**src/rtl/core/rsup_pkg.sv**
```systemverilog
// Shared types and constants for the radix string to unsigned parser.
// Holds the character codes, radix limits and the token passed between
// the front end, the token queue and the back end. No dependencies.
`timescale 1ns / 1ps
`default_nettype none

package rsup_pkg;

  localparam int VALUE_WIDTH_DEF = 64;
  localparam int CHAR_W          = 21;
  localparam int CFG_W           = 8;
  localparam int RADIX_W         = 6;
  localparam int DIGIT_W         = 6;
  localparam int QUEUE_DEPTH     = 2;

  localparam logic [CFG_W-1:0]   RADIX_RESET   = 8'd10;
  localparam logic [CFG_W-1:0]   RADIX_MIN     = 8'd2;
  localparam logic [CFG_W-1:0]   RADIX_MAX     = 8'd36;
  localparam logic [RADIX_W-1:0] RADIX_DEFAULT = 6'd10;
  localparam logic [DIGIT_W-1:0] LETTER_BASE   = 6'd10;

  localparam logic [CHAR_W-1:0] CH_NUL   = 21'h000000;
  localparam logic [CHAR_W-1:0] CH_TAB   = 21'h000009;
  localparam logic [CHAR_W-1:0] CH_SPACE = 21'h000020;
  localparam logic [CHAR_W-1:0] CH_0     = 21'h000030;
  localparam logic [CHAR_W-1:0] CH_9     = 21'h000039;
  localparam logic [CHAR_W-1:0] CH_UA    = 21'h000041;
  localparam logic [CHAR_W-1:0] CH_UZ    = 21'h00005A;
  localparam logic [CHAR_W-1:0] CH_LA    = 21'h000061;
  localparam logic [CHAR_W-1:0] CH_LZ    = 21'h00007A;

  typedef enum logic [1:0] {
    TOK_DIGIT = 2'd0,
    TOK_BLANK = 2'd1,
    TOK_STRAY = 2'd2,
    TOK_END   = 2'd3
  } tok_kind_t;

  typedef struct packed {
    tok_kind_t            kind;
    logic [DIGIT_W-1:0]   digit;
    logic [RADIX_W-1:0]   radix;
  } tok_t;

endpackage

`default_nettype wire

```
**src/rtl/core/rsup_front.sv**
```systemverilog
// Front end: holds the radix register and classifies each character.
// Produces rsup_pkg::tok_t tokens for the token queue.
`timescale 1ns / 1ps
`default_nettype none

module rsup_front (
  input  wire logic                           clk,
  input  wire logic                           rst,
  input  wire logic                           radix_wr_en,
  input  wire logic [rsup_pkg::CFG_W-1:0]     radix_wr_data,
  input  wire logic                           in_valid,
  output logic                                in_ready,
  input  wire logic [rsup_pkg::CHAR_W-1:0]    char_code,
  input  wire logic                           q_full,
  output logic                                q_push,
  output rsup_pkg::tok_t                      q_tok
);

  logic [rsup_pkg::CFG_W-1:0]   radix;
  logic [rsup_pkg::RADIX_W-1:0] eff_radix;
  logic                         is_digit;
  logic                         is_blank;
  logic [rsup_pkg::DIGIT_W-1:0] dval;

  always_ff @(posedge clk) begin
    if (rst) begin
      radix <= rsup_pkg::RADIX_RESET;
    end else if (radix_wr_en) begin
      radix <= radix_wr_data;
    end
  end

  always_comb begin
    if (radix < rsup_pkg::RADIX_MIN || radix > rsup_pkg::RADIX_MAX) begin
      eff_radix = rsup_pkg::RADIX_DEFAULT;
    end else begin
      eff_radix = radix[rsup_pkg::RADIX_W-1:0];
    end
  end

  always_comb begin
    is_digit = 1'b1;
    dval     = '0;
    if (char_code >= rsup_pkg::CH_0 && char_code <= rsup_pkg::CH_9) begin
      dval = rsup_pkg::DIGIT_W'(char_code - rsup_pkg::CH_0);
    end else if (char_code >= rsup_pkg::CH_LA && char_code <= rsup_pkg::CH_LZ) begin
      dval = rsup_pkg::DIGIT_W'(char_code - rsup_pkg::CH_LA) + rsup_pkg::LETTER_BASE;
    end else if (char_code >= rsup_pkg::CH_UA && char_code <= rsup_pkg::CH_UZ) begin
      dval = rsup_pkg::DIGIT_W'(char_code - rsup_pkg::CH_UA) + rsup_pkg::LETTER_BASE;
    end else begin
      is_digit = 1'b0;
    end
  end

  assign is_blank = (char_code == rsup_pkg::CH_SPACE) || (char_code == rsup_pkg::CH_TAB);

  // A digit that is not below the radix fails in every phase, exactly like
  // a stray character, so it is classified as one here.
  always_comb begin
    q_tok.digit = dval;
    q_tok.radix = eff_radix;
    if (char_code == rsup_pkg::CH_NUL) begin
      q_tok.kind = rsup_pkg::TOK_END;
    end else if (is_digit && dval < rsup_pkg::DIGIT_W'(eff_radix)) begin
      q_tok.kind = rsup_pkg::TOK_DIGIT;
    end else if (is_blank) begin
      q_tok.kind = rsup_pkg::TOK_BLANK;
    end else begin
      q_tok.kind = rsup_pkg::TOK_STRAY;
    end
  end

  assign in_ready = !q_full;
  assign q_push   = in_valid && !q_full;

endmodule

`default_nettype wire

```
**src/rtl/core/rsup_queue.sv**
```systemverilog
// Small token queue between the front end and the back end.
// Stores rsup_pkg::tok_t entries; depth is rsup_pkg::QUEUE_DEPTH.
`timescale 1ns / 1ps
`default_nettype none

module rsup_queue (
  input  wire logic           clk,
  input  wire logic           rst,
  input  wire logic           push,
  input  wire rsup_pkg::tok_t push_tok,
  output logic                full,
  input  wire logic           pop,
  output logic                not_empty,
  output rsup_pkg::tok_t      head_tok
);

  localparam int PTR_W = (rsup_pkg::QUEUE_DEPTH > 1) ? $clog2(rsup_pkg::QUEUE_DEPTH) : 1;
  localparam int CNT_W = $clog2(rsup_pkg::QUEUE_DEPTH + 1);
  localparam logic [CNT_W-1:0] DEPTH_C = CNT_W'(rsup_pkg::QUEUE_DEPTH);
  localparam logic [PTR_W-1:0] LAST_C  = PTR_W'(rsup_pkg::QUEUE_DEPTH - 1);

  rsup_pkg::tok_t   entries [rsup_pkg::QUEUE_DEPTH];
  logic [PTR_W-1:0] wr_ptr;
  logic [PTR_W-1:0] rd_ptr;
  logic [CNT_W-1:0] count;

  assign full      = (count == DEPTH_C);
  assign not_empty = (count != '0);
  assign head_tok  = entries[rd_ptr];

  always_ff @(posedge clk) begin
    if (push) begin
      entries[wr_ptr] <= push_tok;
    end
  end

  always_ff @(posedge clk) begin
    if (rst) begin
      wr_ptr <= '0;
      rd_ptr <= '0;
      count  <= '0;
    end else begin
      if (push) begin
        wr_ptr <= (wr_ptr == LAST_C) ? '0 : wr_ptr + 1'b1;
      end
      if (pop) begin
        rd_ptr <= (rd_ptr == LAST_C) ? '0 : rd_ptr + 1'b1;
      end
      if (push && !pop) begin
        count <= count + 1'b1;
      end else if (pop && !push) begin
        count <= count - 1'b1;
      end
    end
  end

  a_no_overfill: assert property (@(posedge clk) disable iff (rst) count <= DEPTH_C)
    else $error("token queue count exceeds its depth");
  a_no_push_full: assert property (@(posedge clk) disable iff (rst) !(push && full))
    else $error("token pushed into a full queue");
  a_no_pop_empty: assert property (@(posedge clk) disable iff (rst) !(pop && !not_empty))
    else $error("token popped from an empty queue");

endmodule

`default_nettype wire

```
**src/rtl/core/rsup_back.sv**
```systemverilog
// Back end: runs the parse phase machine, the radix multiply-add with exact
// overflow check, and the result register. Uses rsup_pkg tokens.
`timescale 1ns / 1ps
`default_nettype none

module rsup_back #(
  parameter int VALUE_WIDTH = rsup_pkg::VALUE_WIDTH_DEF
) (
  input  wire logic                    clk,
  input  wire logic                    rst,
  input  wire logic                    q_not_empty,
  input  wire rsup_pkg::tok_t          q_tok,
  output logic                         q_pop,
  output logic                         out_valid,
  input  wire logic                    out_ready,
  output logic [VALUE_WIDTH-1:0]       parsed_value,
  output logic                         parse_ok
);

  localparam int PW = VALUE_WIDTH + rsup_pkg::RADIX_W;

  typedef enum logic [3:0] {
    PH_LEAD   = 4'b0001,
    PH_DIGITS = 4'b0010,
    PH_TRAIL  = 4'b0100,
    PH_FAIL   = 4'b1000
  } phase_t;

  phase_t                  phase;
  phase_t                  phase_next;
  logic [VALUE_WIDTH-1:0]  acc;
  logic [VALUE_WIDTH-1:0]  acc_next;
  logic                    out_valid_next;
  logic                    load_result;
  logic [PW-1:0]           mac;
  logic                    fits;

  assign mac  = PW'(acc) * PW'(q_tok.radix) + PW'(q_tok.digit);
  assign fits = (mac[PW-1:VALUE_WIDTH] == '0);

  // A string end may only leave the queue when the result register is free.
  assign q_pop = q_not_empty &&
                 ((q_tok.kind != rsup_pkg::TOK_END) || !out_valid || out_ready);
  assign load_result = q_pop && (q_tok.kind == rsup_pkg::TOK_END);

  always_comb begin
    phase_next     = phase;
    acc_next       = acc;
    out_valid_next = out_valid && !out_ready;
    if (q_pop) begin
      case (q_tok.kind)
        rsup_pkg::TOK_END: begin
          phase_next     = PH_LEAD;
          acc_next       = '0;
          out_valid_next = 1'b1;
        end
        rsup_pkg::TOK_DIGIT: begin
          unique case (phase) inside
            PH_LEAD, PH_DIGITS: begin
              if (fits) begin
                phase_next = PH_DIGITS;
                acc_next   = mac[VALUE_WIDTH-1:0];
              end else begin
                phase_next = PH_FAIL;
              end
            end
            PH_TRAIL: phase_next = PH_FAIL;
            PH_FAIL:  phase_next = PH_FAIL;
            default:  phase_next = PH_FAIL;
          endcase
        end
        rsup_pkg::TOK_BLANK: begin
          if (phase == PH_DIGITS) begin
            phase_next = PH_TRAIL;
          end
        end
        default: begin
          phase_next = PH_FAIL;
        end
      endcase
    end
  end

  always_ff @(posedge clk) begin
    if (rst) begin
      phase     <= PH_LEAD;
      acc       <= '0;
      out_valid <= 1'b0;
    end else begin
      phase     <= phase_next;
      acc       <= acc_next;
      out_valid <= out_valid_next;
    end
  end

  always_ff @(posedge clk) begin
    if (load_result) begin
      parse_ok     <= (phase == PH_DIGITS) || (phase == PH_TRAIL);
      parsed_value <= ((phase == PH_DIGITS) || (phase == PH_TRAIL)) ? acc : '0;
    end
  end

  a_lead_acc_zero: assert property (@(posedge clk) disable iff (rst)
      (phase == PH_LEAD) |-> (acc == '0))
    else $error("accumulator not zero in the leading blank phase");
  a_end_gives_result: assert property (@(posedge clk) disable iff (rst)
      load_result |=> out_valid)
    else $error("string end did not produce a result");
  a_fail_value_zero: assert property (@(posedge clk) disable iff (rst)
      (out_valid && !parse_ok) |-> (parsed_value == '0))
    else $error("failed parse carries a nonzero value");
  a_fail_holds_acc: assert property (@(posedge clk) disable iff (rst)
      (phase == PH_FAIL && !load_result) |=> $stable(acc))
    else $error("accumulator changed after a failure");

endmodule

`default_nettype wire

```
**src/rtl/core/radix_string_to_unsigned_parser_unit.sv**
```systemverilog
// Top level of the radix string to unsigned parser.
// Connects rsup_front, rsup_queue and rsup_back; uses rsup_pkg.
//
//   Channel   Direction  Handshake              Payload
//   in        input      in_valid / in_ready    char_code
//   out       output     out_valid / out_ready  parsed_value, parse_ok
//   radix     input      radix_wr_en            radix_wr_data
//
// One character is taken per cycle while the token queue is not full; a character
// passes through the token queue to the back end, and the result of a NUL is offered
// on the cycle after the NUL leaves the queue.
// The combinational multiply-add by the radix sets the cycle time.
// Reset (rst, synchronous) clears the phase, accumulator, queue and result
// valid, and sets the radix to 10. A stalled result holds only a NUL at the
// queue head; the front keeps taking characters until the two-entry queue fills.
`timescale 1ns / 1ps
`default_nettype none

module radix_string_to_unsigned_parser_unit #(
  parameter int VALUE_WIDTH = rsup_pkg::VALUE_WIDTH_DEF
) (
  input  wire logic                         clk,
  input  wire logic                         rst,
  input  wire logic                         radix_wr_en,
  input  wire logic [rsup_pkg::CFG_W-1:0]   radix_wr_data,
  input  wire logic                         in_valid,
  output logic                              in_ready,
  input  wire logic [rsup_pkg::CHAR_W-1:0]  char_code,
  output logic                              out_valid,
  input  wire logic                         out_ready,
  output logic [VALUE_WIDTH-1:0]            parsed_value,
  output logic                              parse_ok
);

  logic           q_full;
  logic           q_push;
  logic           q_pop;
  logic           q_not_empty;
  rsup_pkg::tok_t push_tok;
  rsup_pkg::tok_t head_tok;

  rsup_front u_front (
    .clk           (clk),
    .rst           (rst),
    .radix_wr_en   (radix_wr_en),
    .radix_wr_data (radix_wr_data),
    .in_valid      (in_valid),
    .in_ready      (in_ready),
    .char_code     (char_code),
    .q_full        (q_full),
    .q_push        (q_push),
    .q_tok         (push_tok)
  );

  rsup_queue u_queue (
    .clk       (clk),
    .rst       (rst),
    .push      (q_push),
    .push_tok  (push_tok),
    .full      (q_full),
    .pop       (q_pop),
    .not_empty (q_not_empty),
    .head_tok  (head_tok)
  );

  rsup_back #(
    .VALUE_WIDTH (VALUE_WIDTH)
  ) u_back (
    .clk          (clk),
    .rst          (rst),
    .q_not_empty  (q_not_empty),
    .q_tok        (head_tok),
    .q_pop        (q_pop),
    .out_valid    (out_valid),
    .out_ready    (out_ready),
    .parsed_value (parsed_value),
    .parse_ok     (parse_ok)
  );

endmodule

`default_nettype wire

```
**config.mk**
```make
export PLATFORM = sky130hd
export DESIGN_NAME = radix_string_to_unsigned_parser_unit
export DESIGN_NICKNAME = d
export VERILOG_FILES = /design/src/rtl/core/rsup_pkg.sv /design/src/rtl/core/rsup_front.sv /design/src/rtl/core/rsup_queue.sv /design/src/rtl/core/rsup_back.sv /design/src/rtl/core/radix_string_to_unsigned_parser_unit.sv
export SDC_FILE = /design/constraint.sdc
export NUM_CORES = 1
export LEC_CHECK = 0
export ABC_AREA = 1
export BUFFER_PORTS_ARGS = -buffer_cell sky130_fd_sc_hd__buf_2
export CAP_MARGIN = 20
export CORE_ASPECT_RATIO = 1.1
export CORE_MARGIN = 3
export CORE_UTILIZATION = 30
export CTS_CLUSTER_SIZE = 30
export DETAILED_ROUTE_END_ITERATION = 8
export SYNTH_ARGS = -nofsm -noshare
export SYNTH_HDL_FRONTEND = slang
export SYNTH_SLANG_ARGS = --single-unit
```
**constraint.sdc**
```tcl
create_clock -name clk -period 6.35 [get_ports clk]
set_input_delay 0.635 -clock clk [delete_from_list [all_inputs] [get_ports clk]]
set_output_delay 0.635 -clock clk [all_outputs]
set_load 0.02 [all_outputs]
```
==> key figures, run 1 <==
STA
  – Final Hold Fails: 0
  – # setup viols final: 0
  – Pins Over Slew Limit: 0
  – Period Utilization, post-route: 0.931
  – RSZ-0062 raised after global routing: no
  – Max Freq: 169 MHz
  – Max transition margin: 0.304
  – Fin crit period: 5.91 ns
  – Final TNS setup: 0 ns
  – Layout Skew: 0.0106 ns
  – Worst-margin pin slew: 1.04 ns

Logic synthesis
  – EDFF count, synth: 93
  – Synth top area cells: fa_1 (24%), edfxtp_1 (13%), nor2_1 (12%)
  – Syn_area_per_cell: 7.65 sq um
  – Synth Instances: 2709
  – Synth unique cells: 49
  – Post-synthesis cell area: 20700 sq um
  – Post-synth top area cell: fa_1
  – Synth Register Bits: 175
  – Synth cell count leaders: nor2_1 (671), nand2_1 (432), inv_1 (313)
  – Area share of the largest cell type after synthesis: 0.243
  – Synth Warn #: 0
  – Prevailing post-synth register cell: edfxtp_1
  – Ys async rst share: 0
  – Most frequent cell after synthesis: nor2_1
  – Post-synthesis sequential area ratio: 0.214
  – Syn nets: 3159

Global routing
  – Initial antenna violation count: 0
  – Largest net degree at the start of global routing: 72
  – First-pass GRT wire length: 94.7 mm
  – GRT overflow: 0
  – GRT Overall Usage: 0.162
  – Vias in the first global route: 17900

Drt
  – Vias: 17500
  – DRT Wirelength: 56.5 mm
  – Drt pass-1 iters: 6
  – Routed len/inst: 15.3 microns
  – Iter 0 DRT Violations: 939
  – DRC viols: 0
  – Via-to-Cell Ratio: 4.73
  – Post-DRT Antenna Nets: 0

Floorplan
  – Core Box Area: 68100 sq um
  – Num rows: 100
  – Die ar.: 72300 sq um
  – Starting Density: 0.305
  – Die height: 282 microns
  – I/O pin cnt: 101
  – Die Wd: 257 microns

Worst hold path
  – Hold crit path type: in -> reg
  – Number of cells on the worst hold path: 3
  – Worst min-delay path startpoint: radix_wr_data[1]
  – Hold EP: u_front.radix[1]

Clocking
  – CTS tree: done
  – CTS Hold Bufs: 0
  – Clock Tree Buf Depth: 2
  – Post-CTS Repair Setup Buffers: 0
  – CTS clk-pin slew, worst paths: 0.07 ns
  – Sink Count: 175
  – Cts repair resizes: 0
  – Number of buffers created by CTS: 17
  – Htree depth: 4
  – Worst-skew pair later-pin latency: 0.50 ns
  – Root Driver: clkbuf_16

Power
  – Final Power: 13.4 mW
  – LEAKAGE: 10.8 nW
  – Power Density: 586 nW/um^2
  – Max VDD drop: 0.310 mV

Run status
  – Outcome: finished clean

Place
  – Placed insts: 3663
  – Detailed Place HPWL: 43.1 mm
  – Placed instance area: 22200 sq um
  – Port Buffer Count: 100
  – RD Place Congestion: 0.939

Final layout
  – Post-route cell area: 22800 sq um
  – Ant diodes: 0
  – Non-filler cells, final: 3695
  – Reg area: 4430 sq um
  – Area of the multi-input gates: 14700 sq um
  – Synth-to-layout area growth: 10.1%
  – Share of post-route cells with drive strength above 1: 0.0925
  – Fill count: 7352
  – Nets: 3214

Setup path
  – Reg2Reg Setup Slack: 0.44 ns
  – Setup crit start kind: flop
  – WP data required: 6.79 ns
  – Critical path arrival: 6.35 ns
  – FF-to-FF End: u_back.acc[1]
  – CP max FO: 67
  – Critical path class: reg -> reg
  – Worst reg-to-reg path cell count: 26
  – CP Capture Type: flop

Run
  – Max_cap viols: 0
==> area by class of cell <==
type                       instances  area share
multi-input combinational       2122       0.644
sequential                       175       0.194
inverter                         323      0.0532
tap                              918      0.0503
timing repair buffer             125      0.0335
clock buffer                      17      0.0186
clock inverter                    15     0.00597
==> stage by stage <==
stage | utilization | setup WS (ns) | hold WS (ns)
after floorplan | - | 0.677 | 0.426
after global placement | 0.327 | 0.403 | 0.439
after detailed placement | 0.327 | 0.348 | 0.447
after CTS | 0.335 | 0.306 | 0.290
after global routing | 0.335 | 0.00611 | 0.336
final | 0.335 | 0.439 | 0.343
==> per-layer routing <==
metal,vias to the layer above,routed length (microns),GRT usage
li1,8697,-,-
met1,8361,25900,0.212
met2,343,27200,0.277
met3,64,2220,0.0253
met4,0,1210,0.0493
met5,-,0,0
==> cell usage in the layout, fill, tap and decap left out, types with 16 or more instances in the layout <==
cell | netlist | routed
buf_2 | 7 | 100
fa_1 | 252 | 252
o21ai_0 | 86 | 86
edfxtp_1 | 93 | 93
dfxtp_1 | 82 | 82
nor2_1 | 671 | 670
nand3_1 | 140 | 140
inv_1 | 313 | 312
a21oi_1 | 198 | 197
ha_1 | 164 | 163
or2_2 | 39 | 39
clkbuf_16 | 0 | 17
buf_4 | 0 | 16
nand2_1 | 432 | 432
==> registers in the layout (all words and copies together) (netlist names), named ones only <==
| name | flops |
|---|---|
| u_back.acc | 64 |
| u_back.parsed_value | 64 |
| u_queue.entries | 28 |
| u_front.radix | 8 |
| u_back.phase | 4 |
| u_queue.count | 2 |
| u_back.out_valid | 1 |
| u_back.parse_ok | 1 |
| u_queue.rd_ptr | 1 |
| u_queue.wr_ptr | 1 |
==> worst max-delay path: stages, from the launching register on <==
cell      delay (ns)
dfxtp_1         0.40
buf_4           0.24
o21ai_4         0.20
buf_4           0.40
inv_1           0.16
nand2_1         0.12
fa_1            0.44
fa_1            0.49
inv_1           0.05
fa_1            0.47
ha_1            0.31
ha_1            0.36
a21oi_1         0.23
a21boi_0        0.31
nor2_1          0.08
nor2_1          0.15
nand2_1         0.07
a21oi_1         0.19
a21oi_1         0.10
nor2_1          0.11
nand2_1         0.10
o21ai_4         0.20
buf_12          0.31
nand2_1         0.11
nand2_1         0.09
nand2_1         0.05
nor2_1          0.11
==> cells by family after synthesis <==
logic type	after synthesis	synth area share
and+or+nand+nor	1352	0.267
AOI/OAI and AO/OA	345	0.0905
DFF	175	0.214
buffers and inverters	412	0.0814
muxes	6	0.00314
xor gates and xnor gates	3	0.00127
adders and majority gates	416	0.342
==> worst max-delay path by stage <==
| stage | from | end | slack, ns | cells past startpoint |
|---|---|---|---|---|
| after floorplan | flop | u_back.acc[37] | 0.68 | 35 |
| after global placement | flop | u_back.acc[1] | 0.40 | 26 |
| after CTS | flop | u_back.acc[1] | 0.31 | 26 |
| final | flop | u_back.acc[1] | 0.44 | 26 |
| after detailed placement | flop | u_back.acc[1] | 0.35 | 26 |
| after global routing | flop | u_back.acc[1] | 0.006 | 31 |
==> power by group <==
| part | switching [mW] | internal, mW | leakage, nW | total, mW |
|---|---|---|---|---|
| Combinational | 6.68 | 3.85 | 8.99 | 10.5 |
| Clock | 0.528 | 0.542 | 0.265 | 1.07 |
| Sequential | 0.174 | 1.61 | 1.56 | 1.79 |
Note: power is estimated with default switching activity, not from simulation.
==> inputs of run 2 (changes only) <==
--- a/config.mk
+++ b/config.mk
@@ -8,11 +8,15 @@
 export ABC_AREA = 1
 export BUFFER_PORTS_ARGS = -buffer_cell sky130_fd_sc_hd__buf_2
 export CAP_MARGIN = 20
+export CELL_PAD_IN_SITES_DETAIL_PLACEMENT = 1
+export CELL_PAD_IN_SITES_GLOBAL_PLACEMENT = 1
 export CORE_ASPECT_RATIO = 1.1
 export CORE_MARGIN = 3
 export CORE_UTILIZATION = 30
 export CTS_CLUSTER_SIZE = 30
 export DETAILED_ROUTE_END_ITERATION = 8
+export PLACE_DENSITY_LB_ADDON = 0.1
+export REMOVE_ABC_BUFFERS = 1
 export SYNTH_ARGS = -nofsm -noshare
 export SYNTH_HDL_FRONTEND = slang
 export SYNTH_SLANG_ARGS = --single-unit
==> constraint.sdc (replaced) <==
create_clock -name clk -period 5.46 [get_ports clk]
set_input_delay 0.546 -clock clk [delete_from_list [all_inputs] [get_ports clk]]
set_output_delay 0.546 -clock clk [all_outputs]
set_load 0.02 [all_outputs]
==> run 2 against run 1 <==
Compared with the run above: global-route usage up 5.9 points; core utilization up 11 points; clock skew grew 0.010 ns; the flow now finishes with violations (negative setup slack); routed wire length grew 55%; critical path type unchanged; via count up 16%; critical endpoint is now u_back.acc[44]; register-to-register slack lost 0.71 ns; first-iteration DRC count is 11% lower.
==> key figures, run 2 (synthesized netlist as in run 1, its figures left out) <==
Run status
  – Outcome: complete, but fails checks
  – Failing checks: negative setup slack

STA
  – # setup viols final: 65
  – Final Hold Fails: 0
  – Period Utilization, post-route: 1.05
  – Worst-margin pin slew: 1.15 ns
  – Pins Over Slew Limit: 0
  – Layout Skew: 0.0211 ns
  – Max Freq: 175 MHz
  – RSZ-0062 raised after global routing: yes
  – Fin crit period: 5.73 ns
  – Max transition margin: 0.234
  – Final WS setup: -0.266 ns

Final layout
  – Ant diodes: 0
  – Most frequent cells in the layout: nor2_1 (584), buf_4 (346), nand2_1 (345), inv_1 (290), fa_1 (242)
  – Commonest non-fill, non-tap cell in the layout: nor2_1
  – Synth-to-layout area growth: 46.8%
  – Share of post-route cells with drive strength above 1: 0.360
  – Nets: 3643
  – Largest regs: u_back.acc (64), u_back.parsed_value (64), u_queue.entries (28)

Clocking
  – CTS clk-pin slew, worst paths: 0.07 ns
  – CTS Hold Bufs: 0
  – Worst-skew pair later-pin latency: 0.51 ns
  – Htree depth: 4
  – Number of buffers created by CTS: 17
  – CTS tree: done
  – Sink Count: 175
  – Root Driver: clkbuf_16
  – Clock Tree Buf Depth: 2

Place
  – Port Buffer Count: 100
  – Detailed Place HPWL: 56.9 mm
  – RD Place Congestion: 0.861
  – Setup WS pre-CTS: -0.662 ns

Floorplan
  – Num rows: 100
  – Starting Density: 0.305
  – I/O pin cnt: 101
  – Core Box Area: 68100 sq um
  – Die height: 282 microns
  – Die ar.: 72300 sq um
  – Die Wd: 257 microns

Worst hold path
  – Hold crit path type: in -> reg

Global routing
  – Initial antenna violation count: 1
  – Vias in the first global route: 21900
  – Largest net degree at the start of global routing: 80
  – GRT overflow: 0
  – GRT Overall Usage: 0.222
  – First-pass GRT wire length: 125 mm

Setup path
  – Critical path class: reg -> reg
  – Setup crit start kind: flop
  – CP Capture Type: flop
  – CP most frequent cell: nand2_1
  – Worst path max stage delay: 0.59 ns
  – WP data required: 5.85 ns
  – Slowest CP cell: fa_1
  – CP max FO: 8
  – Critical path arrival: 6.12 ns

Drt
  – Drt pass-1 iters: 5
  – Metal2 WL: 44.5 mm
  – DRC viols: 0
  – Iter 0 DRT Violations: 833
  – Post-DRT Antenna Nets: 0
  – Vias: 20300
  – Via-to-Cell Ratio: 4.92
  – Met1 Wirelength: 38.2 mm
  – Routed len/inst: 21.2 microns
  – Highest routed metal layer: met5
  – DRT Wirelength: 87.3 mm
  – Met3 WL: 2.70 mm

Run
  – Max_cap viols: 0
-- run 2: cell type report --
| cell class | instances | area, sq um |
|---|---|---|
| Multi-Input combinational cell | 2122 | 17700 |
| Fill cell | 7987 | 37600 |
| Tap cell | 918 | 1150 |
| Timing Repair Buffer | 554 | 5320 |
| Clock buffer | 17 | 425 |
| Sequential cell | 175 | 4440 |
| Inverter | 323 | 1210 |
| Clock inverter | 15 | 201 |
-- run 2: final timing paths --
kind	startpoint	end	slack (ns)	cells after the start
min reg2reg	u_front.radix[7]	u_front.radix[7]	0.46	2
max reg2reg	flop	u_back.acc[44]	-0.27	30
min	rst	u_back.out_valid	0.25	2
max	flop	u_back.acc[44]	-0.27	30
-- run 2: stage by stage --
| stage | util | hold WS (ns) | cells | setup TNS [ns] | cell area [sq um] |
|---|---|---|---|---|---|
| final | 0.447 | 0.255 | 4124 | -13.88 | 30400 |
| after global routing | 0.447 | 0.244 | 4124 | -29.79 | 30400 |
| after CTS | 0.404 | 0.220 | 4050 | -11.27 | 27500 |
| after detailed placement | 0.363 | 0.449 | 3965 | -37.53 | 24700 |
| after global placement | 0.363 | 0.437 | 3963 | -32.72 | 24700 |
| after floorplan | - | 0.426 | 2620 | -202.10 | 20300 |
-- run 2: what timing repair did --
action,CTS,global route
endpoints found under the setup margin,66,66
endpoints found under the hold margin,0,0
cloned,14,31
buffers inserted,39,48
gates resized for setup,228,412
pin swaps,60,297
-- run 2: routing by layer --
metal | up-vias | track usage
met3 | 94 | 0.0334
met1 | 10400 | 0.277
li1 | 9572 | -
met2 | 270 | 0.400
met4 | 2 | 0.0577
met5 | - | 0
-- run 2: worst max-delay path, delay by kind of cell, from the launching register on --
| family | cells | cell delay (ns) |
|---|---|---|
| buffers and inverters | 8 | 1.17 |
| DFF | 1 | 0.39 |
| AOI/OAI and AO/OA | 5 | 0.94 |
| and+or+nand+nor | 12 | 0.96 |
| adders and majority gates | 5 | 2.13 |
Power of run 2 is left out: the tool's default activity adds up to more than one toggle a clock period on the data nets, which glitch-free logic cannot reach.
==> inputs of run 3 (changes only) <==
--- a/config.mk
+++ b/config.mk
@@ -6,7 +6,7 @@
 export NUM_CORES = 1
 export LEC_CHECK = 0
 export ABC_AREA = 1
-export BUFFER_PORTS_ARGS = -buffer_cell sky130_fd_sc_hd__buf_2
+export BUFFER_PORTS_ARGS = -buffer_cell sky130_fd_sc_hd__clkbuf_2
 export CAP_MARGIN = 20
 export CELL_PAD_IN_SITES_DETAIL_PLACEMENT = 1
 export CELL_PAD_IN_SITES_GLOBAL_PLACEMENT = 1
==> run 3 against run 2 <==
Compared with the run above: the flow still finishes with violations (negative setup slack); die area unchanged; final cell count down 1.0%; flip-flop and latch count unchanged; hold slack better by 0.0076 ns; routed wire length down 7.7%; core utilization down 1.5 points; worst setup slack better by 0.11 ns.
==> key figures, run 3 (synthesized netlist as in run 1, its figures left out) <==
Run status
  – Outcome: complete, but fails checks
  – Failing checks: negative setup slack

Drt
  – Metal2 WL: 41.1 mm
  – Iter 0 DRT Violations: 764
  – DRT Wirelength: 80.6 mm
  – Via-to-Cell Ratio: 4.86
  – Drt pass-1 iters: 4
  – Highest routed metal layer: met4
  – DRC viols: 0
  – Routed len/inst: 19.7 microns
  – Met1 Wirelength: 35.2 mm
  – Post-DRT Antenna Nets: 0
  – Met3 WL: 2.11 mm
  – Vias: 19800

Floorplan
  – Core Box Area: 68100 sq um
  – Die height: 282 microns
  – Die ar.: 72300 sq um
  – Num rows: 100
  – I/O pin cnt: 101
  – Die Wd: 257 microns
  – Starting Density: 0.305

Setup path
  – Setup crit start kind: flop
  – Critical path arrival: 5.99 ns
  – Critical path class: reg -> reg
  – Worst path max stage delay: 0.57 ns
  – FF-to-FF End: u_back.acc[51]
  – CP Capture Point: u_back.acc[51]
  – WP data required: 5.84 ns
  – Worst reg-to-reg path cell count: 28
  – CP Capture Type: flop
  – Reg2Reg Setup Slack: -0.15 ns
  – Slowest CP cell: fa_1
  – CP max FO: 8

STA
  – Max Freq: 178 MHz
  – # setup viols final: 65
  – Fin crit period: 5.61 ns
  – Final Hold Fails: 0
  – Layout Skew: 0.0179 ns
  – Max transition margin: 0.372
  – Final WS setup: -0.153 ns
  – Final TNS setup: -4.79 ns
  – Worst-margin pin slew: 0.942 ns
  – RSZ-0062 raised after global routing: yes
  – Period Utilization, post-route: 1.03
  – Final hold slack: 0.263 ns
  – Pins Over Slew Limit: 0

Final layout
  – Commonest non-fill, non-tap cell in the layout: nor2_1
  – Synth-to-layout area growth: 41.9%
  – Ant diodes: 0
  – Share of post-route cells with drive strength above 1: 0.338
  – Most frequent cells in the layout: nor2_1 (558), nand2_1 (351), buf_4 (328), inv_1 (295), fa_1 (249)
  – Fill count: 8022
  – Nets: 3600
  – Largest regs: u_back.acc (64), u_back.parsed_value (64), u_queue.entries (28)

Place
  – Detailed Place HPWL: 56.7 mm
  – Port Buffer Count: 100
  – RD Place Congestion: 0.850

Global routing
  – GRT overflow: 0
  – Largest net degree at the start of global routing: 80
  – Initial antenna violation count: 1
  – GRT Overall Usage: 0.209
  – Vias in the first global route: 21900
  – First-pass GRT wire length: 120 mm

Clocking
  – Sink Count: 175
  – Number of buffers created by CTS: 17
  – Worst-skew pair later-pin latency: 0.50 ns
  – Clock Tree Buf Depth: 2
  – Htree depth: 4
  – Root Driver: clkbuf_16
  – CTS clk-pin slew, worst paths: 0.07 ns
  – CTS tree: done
  – CTS Hold Bufs: 0

Run
  – Max_cap viols: 0

Worst hold path
  – Hold crit path type: in -> reg
  – Worst min-delay path startpoint: radix_wr_data[3]
## run 3: per-layer routing
metal / vias to the layer above / track usage
met5: - / 0
met4: 0 / 0.0489
met3: 95 / 0.0216
met2: 227 / 0.390
met1: 10000 / 0.261
li1: 9481 / -
## run 3: worst max-delay path, delay by kind of cell (launching register included)
family	cells	cell delay [ns]
buffers and inverters	7	1.08
adders and majority gates	5	2.03
DFF	1	0.38
AOI/OAI and AO/OA	6	1.12
and+or+nand+nor	10	0.85
## run 3: area by class of cell
class / instances / area (sq um) / share of cell area
multi-input cells: 2122 / 17300 / 0.588
repair buffers: 511 / 4740 / 0.161
flip-flops and latches: 175 / 4440 / 0.151
inverters: 323 / 1220 / 0.0413
well taps: 918 / 1150 / 0.0390
clock buffers: 18 / 429 / 0.0146
clock inverters: 14 / 146 / 0.00497
## run 3: how the worst min path moves through the flow
stage	endpoint	cells past startpoint	slack [ns]
finish	u_front.radix[3]	3	0.26
detailed placement	u_queue.rd_ptr	1	0.45
floorplan	flop	1	0.43
global route	u_front.radix[3]	3	0.25
global placement	u_queue.rd_ptr	1	0.44
CTS	u_front.radix[3]	3	0.22
## run 3: per-stage QoR
step / area [sq um] / instances / worst slack [ns] / utilization
floorplan: 20300 / 2620 / -3.15 / -
global placement: 24700 / 3963 / -0.422 / 0.362
detailed placement: 24700 / 3964 / -0.507 / 0.363
CTS: 26800 / 4023 / -0.237 / 0.394
global route: 29400 / 4081 / -0.423 / 0.432
finish: 29400 / 4081 / -0.153 / 0.432
## run 3: repair_timing
item,4_1_cts,5_1_grt
gates resized for setup,189,390
gates cloned,11,20
pin swaps,29,240
buffers inserted,16,37
setup endpoints to repair,66,66
hold endpoints to repair,0,0
Power of run 3 is left out for the same reason.
